## src/design/tmr_pkg.sv

```systemverilog
`default_nettype none
package tmr_pkg;

    localparam logic [2:0] STAT_DATA      = 3'd0;
    localparam logic [2:0] STAT_NOT_TCP   = 3'd1;
    localparam logic [2:0] STAT_BAD_OPT   = 3'd2;
    localparam logic [2:0] STAT_MALFORMED = 3'd3;
    localparam logic [2:0] STAT_IDLE      = 3'd4;

    localparam logic [7:0] PROTO_TCP   = 8'd6;
    localparam logic [7:0] OPT_END     = 8'd0;
    localparam logic [7:0] OPT_NOP     = 8'd1;
    localparam logic [7:0] OPT_MSS     = 8'd2;
    localparam logic [7:0] OPT_WSCALE  = 8'd3;
    localparam logic [7:0] OPT_SACKOK  = 8'd4;
    localparam logic [7:0] OPT_SACK    = 8'd5;
    localparam logic [7:0] OPT_TSTAMP  = 8'd8;
    localparam logic [7:0] OPT_MPTCP   = 8'd30;
    localparam logic [7:0] MSS_OPT_LEN = 8'd4;

    typedef enum logic [1:0] {
        CMD_BYTE,
        CMD_LAST,
        CMD_PULL
    } t_cmd_kind;

    typedef struct packed {
        t_cmd_kind  kind;
        logic [7:0] data;
    } t_cmd;

    typedef enum logic [3:0] {
        S_IDLE,
        S_CHK,
        S_PROTO,
        S_B0,
        S_B2,
        S_B3,
        S_DOFF,
        S_KADDR,
        S_KIND,
        S_LEN,
        S_INS,
        S_SADDR,
        S_SDAT,
        S_FOLD,
        S_RADDR,
        S_RDAT
    } t_state;

    // One's complement fold of a 32-bit sum; three folds always settle.
    function automatic logic [15:0] fold_not(input logic [31:0] acc);
        logic [31:0] a;
        a = {16'd0, acc[15:0]} + {16'd0, acc[31:16]};
        a = {16'd0, a[15:0]} + {16'd0, a[31:16]};
        a = {16'd0, a[15:0]} + {16'd0, a[31:16]};
        return ~a[15:0];
    endfunction

endpackage
`default_nettype wire

```

## src/design/tmr_front.sv

```systemverilog
`default_nettype none
module tmr_front
    import tmr_pkg::*;
(
    input  wire logic i_clk,
    input  wire logic i_rst_n,
    input  wire logic i_valid,
    output logic      o_stall,
    input  wire logic i_mode,
    input  wire logic [7:0] i_data,
    input  wire logic i_last,
    output logic      o_cmd_valid,
    output t_cmd      o_cmd,
    input  wire logic i_cmd_pop
);

    t_cmd       r_q [2];
    logic       r_wp, r_rp;
    logic [1:0] r_cnt;
    t_cmd       w_in;
    logic       w_push;

    always_comb begin
        w_in.data = i_data;
        if (i_mode) begin
            w_in.kind = CMD_PULL;
        end else if (i_last) begin
            w_in.kind = CMD_LAST;
        end else begin
            w_in.kind = CMD_BYTE;
        end
    end

    assign o_stall     = (r_cnt == 2'd2);
    assign w_push      = i_valid && !o_stall;
    assign o_cmd_valid = (r_cnt != 2'd0);
    assign o_cmd       = r_q[r_rp];

    always_ff @(posedge i_clk) begin
        if (w_push) begin
            r_q[r_wp] <= w_in;
        end
    end

    always_ff @(posedge i_clk) begin
        if (!i_rst_n) begin
            r_wp  <= 1'b0;
            r_rp  <= 1'b0;
            r_cnt <= 2'd0;
        end else begin
            if (w_push) begin
                r_wp <= ~r_wp;
            end
            if (i_cmd_pop) begin
                r_rp <= ~r_rp;
            end
            r_cnt <= r_cnt + 2'(w_push) - 2'(i_cmd_pop);
        end
    end

endmodule
`default_nettype wire

```

## config.mk

```make
export PLATFORM = sky130hd
export DESIGN_NAME = tmr_front
export DESIGN_NICKNAME = d
export VERILOG_FILES = /design/src/design/tmr_pkg.sv /design/src/design/tmr_front.sv
export SDC_FILE = /design/constraint.sdc
export NUM_CORES = 1
export LEC_CHECK = 0
export BUFFER_PORTS_ARGS = -buffer_cell sky130_fd_sc_hd__buf_2
export CAP_MARGIN = 0
export CORE_ASPECT_RATIO = 1.25
export CORE_MARGIN = 5
export CORE_UTILIZATION = 35
export DETAILED_ROUTE_END_ITERATION = 6
export GPL_TIMING_DRIVEN = 0
export HOLD_SLACK_MARGIN = 0.1
export PLACE_DENSITY_LB_ADDON = 0.08
export SYNTH_ARGS = -nofsm -noshare
export SYNTH_HDL_FRONTEND = slang
export SYNTH_SLANG_ARGS = --single-unit
```

## constraint.sdc

```tcl
create_clock -name i_clk -period 1.5 [get_ports i_clk]
set_input_delay 0.3 -clock i_clk [delete_from_list [all_inputs] [get_ports i_clk]]
set_output_delay 0.3 -clock i_clk [all_outputs]
set_load 0.02 [all_outputs]
```

[Word level (Yosys, flattened, before mapping)]
Memory sizes are Yosys's and may differ from the RTL's. A register that Yosys moved wholly into a read port is not among the register bits.
Cells that the tools add are included.
Storage, ports and cells
  register bits after elaboration: 4
  bits in writable memories: 20
  input bits: 14
  output and inout port bits: 12
  memories: 1
Cells by class
  add/sub/neg operators: 2
  equality and inequality tests: 1
  multiplexer cells: 6
  bitwise logic cells: 2
  reductions and logical operators: 3
Memories
  r_q: depth 2, width 10, read ports 1, clocked after Yosys merged registers in 1, wr ports 1, RTL line tmr_front.sv:17  | t_cmd r_q [2];
Operators with widths (number)
  $mux 1: 5
  $add 2x1->2: 1
  $eq 2x2->1 const B: 1
  $mux 2: 1
  $not 1->1: 2
  $reduce_bool 2->1: 1
  $sub 2x1->2: 1
  $logic_and 1x1->1: 1
  $logic_not 1->1: 1

[Longest topological paths before layout]
Gate-level depths: netlist of run 1.
  depth after elaboration: 5
  depth in mapped cells: 8
  depth with buffers taken out: 8

[Worst setup path before layout of run 1]
No wires, ideal clock.
  path kind: flip-flop to flip-flop
  from: register r_cnt[0]
  to: register r_cnt[1]
  library setup time: 73 ps
  arrival: 1374 ps
  path slack: 53 ps
  stages on the path, launching flop included: 9
  path buffers: 0
  clock period less this slack: 1447 ps
  cells stage by stage: dfxtp_1 > nand2b_1 > nand2_2 > ha_1 > inv_1 > ha_1 > xor2_1 > and2_1 > nor3_2
On the way
  longest elaborated chain between the ends: 5
RTL lines
  from (decl): RTL line tmr_front.sv:19  | logic [1:0] r_cnt;
  from (signal assigned): RTL line tmr_front.sv:57  | r_cnt <= r_cnt + 2'(w_push) - 2'(i_cmd_pop);
  $eq 2x2->1: RTL line tmr_front.sv:34  | assign o_stall = (r_cnt == 2'd2);
  $logic_not 1->1: RTL line tmr_front.sv:35  | assign w_push = i_valid && !o_stall;
  $logic_and 1x1->1: RTL line tmr_front.sv:35
  $add 2x1->2 (*): RTL line tmr_front.sv:57
  $sub 2x1->2 (*): RTL line tmr_front.sv:57
Every way passes the cells marked *; elsewhere a longest branch is shown, timed or not.
A chain may end at the register's enable or synchronous reset.

==> out/metrics.cfg, run 1 <==
[worst_setup_path]
cp.required_ns=1.20
r2r_cells=8
crit_chain=buf_6 > mux2_4 > buf_6
critical_path_class=flop to output port
critPathMaxFanout=5
reg2reg_from=r_cnt[0]
crit_slowest_cell=dfxtp_2
regToRegSetupSlack_ns=0.05
start_kind=flop
critical_path.endpoint_type=output port
path_delay_family=flip-flops
cpPeakStageDelay_ns=0.37
cp_num_buf_inv=2
cpMostUsedCell=buf_6
r2r-end=r_cnt[1]
worstPathArrival_ns=1.25

[sta]
slew_viol_final=0
tns_ns=-0.493
final.min_clock_period_ns=1.55
setup_viol=10
skew_ns=0.00662
fin_ws_ns=-0.0522
slew_headroom=0.675
rsz0062_at_grt=true
finalHoldViolCount=0
tightest_slew_ns=0.488
fmax_ghz=0.644
period_share=1.03

[global_route]
gr-total-overflow=0
first_global_vias=570
grtUsageTotal=0.0874
grt_max_degree=16
grt_pass1_wl_mm=2.62
antenna_found_initial=0

[synth]
synth_cells=58
synth_seq_cells=25
synth_fp_nets=74
syn_area_sq_um=1000
synth.distinct_cells=18
synth_warnings=0
yosysSeqAreaShare=0.697
synth.avg_cell_area_sq_um=17.3

[clock_network]
numCtsBuffers=3
cts.path.max_buffers=2
cts_tree=built
numClockSinks=25
ctsHtreeMaxLevel=1
cts-root-buf=clkbuf_4
clk_latency_ns=0.31
clk_pin_slew_ns=0.14

[cells_and_area]
antennaDiodeCount=0
fin_util=0.499
finalNonFillerCells=126
final_nets=109
final_area_sq_um=1360
drive_gt1_frac=0.609
syn2layout_area_growth_pct=35.7

[placed_design]
hpwl_mm=1.08
placed_cell_area_sq_um=1170
place_ws_ns=-0.180
place_inst=117
io_buffer_count=25
finalWeightedCongestion=0.611

[floorplan]
placement_rows=21
die-width_microns=57.9
die_height_microns=69.9
die-area_sq_um=4050
ios=26
core_sq_um=2730
start_util=0.368

[power_and_ir_drop]
power_leakage_nw=0.565
max-vdd-ir-drop_v=0.000544
power.density_nw_per_um2=1240

[route]
wirelength_mm=1.61
viasPerCell=4.53
drtIter0Drc=13
wire_per_inst_microns=12.8
num_vias=571
drt-pass1-iter-count=2
drcViolationCount=0
antenna_left=0

[min_path]
hold_path.class=input pin to flop
holdPathEnd=r_q[1][1]
holdPathStages=1
min_from=i_data[1]

[status]
status=finished, violations left
failed_checks=negative setup slack

[run]
maxCapViolCount=0

final cells by class:
class	instances	area, sq um
Clock buffer	3	22.5
Fill cell	263	1370
Tap cell	34	42.5
Clock inverter	1	7.51
Sequential cell	25	704
Inverter	3	11.3
Timing Repair Buffer	30	235
Multi-Input combinational cell	29	329
Buffer	1	11.3
cell usage after synthesis (all sizes together):
master	number	share of area
nor2b	1	0.0062
buf	1	0.011
nor2	4	0.015
and2	2	0.012
xor2	1	0.0087
edfxtp	20	0.60
nand2b	2	0.012
and3	1	0.0062
ha	2	0.025
xnor2	1	0.0087
dfxtp	5	0.10
mux2	10	0.15
nor3	1	0.010
mux2i	1	0.010
or2	1	0.0062
inv	3	0.011
nand2	2	0.010
power breakdown:
| part | switching (W) | internal [W] |
|---|---|---|
| Sequential | 0.0000356 | 0.000842 |
| Clock | 0.000193 | 0.000102 |
| Combinational | 0.000236 | 0.000279 |
cells in the final DEF, fill, tap and decap left out, types with 3 or more instances in the layout:
cell       n
edfxtp_1  20
buf_4      4
clkbuf_4   3
nor2_1     3
buf_2     14
dfxtp_2    3
mux2_4    10
buf_6     13
cell families after synthesis:
kind of cell | share of synthesized area
AND/OR/NAND/NOR | 0.0785
XOR/XNOR | 0.0174
flip-flops | 0.697
multiplexers | 0.159
buffers and inverters | 0.0224
adder cells (fa/ha/maj) | 0.0249
how the worst max path moves through the flow:
stage | end | slack, ns | depth (start not counted)
finish | o_cmd[9] | -0.05 | 3
global placement | r_q[0][6] | -0.19 | 3
CTS | o_cmd[9] | -0.1 | 3
detailed placement | r_q[0][5] | -0.18 | 3
floorplan | r_cnt[1] | 0.05 | 8
global route | o_cmd[9] | -0.12 | 3
per-layer routing:
layer  share of wire  vias up  track usage
met2            0.55       16        0.152
met1            0.37      277       0.0910
met5               0        -            0
met4           0.012        0       0.0541
li1                -      276            -
met3           0.063        2       0.0221
sequential cells by signal, summed over array words and instances, names as in the netlist, named ones only:
register and count:
r_cnt 2, r_wp 1, r_rp 1, r_q 20
what timing repair did:
item,CTS,global route
hold buffers,0,0
resized for setup,21,15
cloned,1,0
pin swaps,2,5
buffers inserted,2,2
setup endpoints to repair,21,13
through the flow:
stage | total power [W] | hold slack [ns]
floorplan | 0.00114 | 0.399
global placement | 0.00124 | 0.475
detailed placement | 0.00125 | 0.484
CTS | 0.00163 | 0.158
global route | 0.00177 | 0.145
finish | 0.00169 | 0.169
No activity file was read; power rests on OpenSTA's default activity.
==> run 2, diff against run 1 <==
--- a/config.mk
+++ b/config.mk
@@ -14,6 +14,7 @@
 export GPL_TIMING_DRIVEN = 0
 export HOLD_SLACK_MARGIN = 0.1
 export PLACE_DENSITY_LB_ADDON = 0.08
+export REMOVE_ABC_BUFFERS = 1
 export SYNTH_ARGS = -nofsm -noshare
 export SYNTH_HDL_FRONTEND = slang
 export SYNTH_SLANG_ARGS = --single-unit
==> run 2 against run 1 <==
The run still ends with negative setup slack left. Sequential share of layout area increased by 0.61 points. Fmax decreased by 0.12%. Register-to-register slack worse by 0.05 ns. Non-clock buffer count down 1. Largest cell class unchanged. Largest power group unchanged. Highest routed layer unchanged.
==> out/metrics.cfg, run 2 (synthesis results as in run 1) <==
[cells_and_area]
final_common_cell=edfxtp_1
fin_util=0.497  ; -0.00229
syn2layout_area_growth_pct=35.1
register_area_sq_um=709  ; +0.71%
mostFrequentLayoutCells=20 x edfxtp_1, 14 x buf_2, 10 x mux2_4, 10 x buf_6, 4 x buf_4
antennaDiodeCount=0  ; unchanged
top_regs=r_q: 20 flops, r_cnt: 2 flops
filler_cell_count=252  ; -4.2%
regMostFlops=r_q
final_nets=108  ; -0.92%
drive_gt1_frac=0.604  ; -0.00430
multi_input_area_sq_um=322  ; -2.3%
largest_register_ffs=20  ; unchanged

[placed_design]
place_ws_ns=-0.159  ; +0.0213 ns
hpwl_mm=1.11  ; +2.9%
finalWeightedCongestion=0.661  ; +8.2%
io_buffer_count=25  ; unchanged

[clock_network]
numClockSinks=25  ; unchanged
clk_pin_slew_ns=0.14  ; about the same
numCtsBuffers=3  ; unchanged
cts_tree=built
cts-root-buf=clkbuf_4
ctsHtreeMaxLevel=1  ; unchanged
cts_hold_buf=0  ; unchanged
cts.path.max_buffers=2  ; unchanged
clk_latency_ns=0.31  ; about the same

[floorplan]
core_sq_um=2730  ; unchanged
placement_rows=21  ; unchanged
die-area_sq_um=4050  ; unchanged
die_height_microns=69.9  ; unchanged
start_util=0.368  ; unchanged
ios=26  ; unchanged
die-width_microns=57.9  ; unchanged

[sta]
setup_viol=10  ; unchanged
final.min_clock_period_ns=1.55  ; +0.00182 ns
skew_ns=0.00545  ; -0.00118 ns
finalHoldViolCount=0  ; unchanged
fmax_ghz=0.643  ; -0.12%
slew_viol_final=0  ; unchanged
slew_headroom=0.657  ; -0.0174
fin_ws_ns=-0.0540  ; -0.00182 ns
period_share=1.04  ; +0.00121
rsz0062_at_grt=true
tightest_slew_ns=0.513  ; +0.0255 ns

[route]
wire_per_inst_microns=13.2  ; +3.3%
drcViolationCount=0  ; unchanged
drtIter0Drc=7  ; -6
antenna_left=0  ; unchanged
wirelength_mm=1.65  ; +2.5%
viasPerCell=4.32  ; -4.7%
num_vias=540  ; -5.4%
drt-pass1-iter-count=2  ; unchanged

[power_and_ir_drop]
intPower_w=0.00121  ; -1.1%
p_total_w=0.00167  ; -1.1%
p_sw_frac=0.276  ; +0.000453
seqPwrFrac=0.527  ; +0.007
pwr-share-comb=0.293  ; -0.012
max-vdd-ir-drop_v=0.000642  ; +18%
power.density_nw_per_um2=1230  ; -0.62%
clkPwrFrac=0.180  ; +0.005
p_sw_w=0.000460  ; -0.92%
power_leakage_nw=0.562  ; -0.58%

[status]
failed_checks=negative setup slack
status=finished, violations left

[global_route]
gr-total-overflow=0  ; unchanged
grt_max_degree=16  ; unchanged
first_global_vias=563  ; -1.2%
grt_pass1_wl_mm=2.53  ; -3.4%
antenna_found_initial=0  ; unchanged
grtUsageTotal=0.0834  ; -0.00405

[worst_setup_path]
crit_slowest_cell=dfxtp_4
path_delay_family=flip-flops
cpPeakStageDelay_ns=0.39  ; +0.02 ns
cp.required_ns=1.20  ; about the same
critical_path_class=flop to output port
worstPathArrival_ns=1.25  ; about the same
cp_num_buf_inv=2  ; unchanged
critPathMaxFanout=5  ; unchanged
start_kind=flop
critical_path.endpoint_type=output port
crit_chain=buf_8 > mux2_4 > buf_6

[run]
maxCapViolCount=0  ; unchanged

[min_path]
hold_path.class=input pin to flop

-- run 2: area by class of cell --
| class | instances | area share |
|---|---|---|
| multi-input combinational | 29 | 0.237 |
| clock buffer | 3 | 0.0166 |
| timing repair buffer | 30 | 0.179 |
| inverter | 3 | 0.00829 |
| sequential | 25 | 0.523 |
| clock inverter | 1 | 0.00553 |
| tap | 34 | 0.0313 |
-- run 2: path summary, 6_finish.rpt --
check | startpoint | endpoint | slack, ns | cells past startpoint
max | flop | o_cmd[5] | -0.05 | 3
min | i_data[2] | r_q[0][2] | 0.17 | 1
max reg2reg | r_cnt[0] | r_cnt[1] | 0 | 8
min reg2reg | r_wp | r_wp | 0.50 | 2
-- run 2: layer usage --
metal	up-vias	GRT usage	wire, microns
li1	275	-	-
met1	247	0.0890	652
met4	0	0.0387	19
met5	-	0	0
met2	16	0.148	867
met3	2	0.0221	110
-- run 2: metrics by stage --
stage	hold WS [ns]	std cells	TNS (ns)	area [sq um]
finish	0.166	125	-0.526	1360
detailed placement	0.476	116	-2.14	1160
floorplan	0.399	57	0	993
global placement	0.473	116	-2.48	1160
CTS	0.152	120	-0.959	1210
global route	0.140	125	-1.06	1360
-- run 2: power by group through the flow --
stage               Clock [W]  Combinational, W  Sequential, W
global route         0.000341          0.000532       0.000890
floorplan                   0          0.000248       0.000886
detailed placement          0          0.000343       0.000900
finish               0.000300          0.000490       0.000880
CTS                  0.000311          0.000359       0.000892
global placement            0          0.000341       0.000895
-- run 2: repair_timing --
action	CTS	global route
setup buffers	0	5
setup endpoints to repair	21	11
pin swaps	0	5
gates resized for setup	8	29
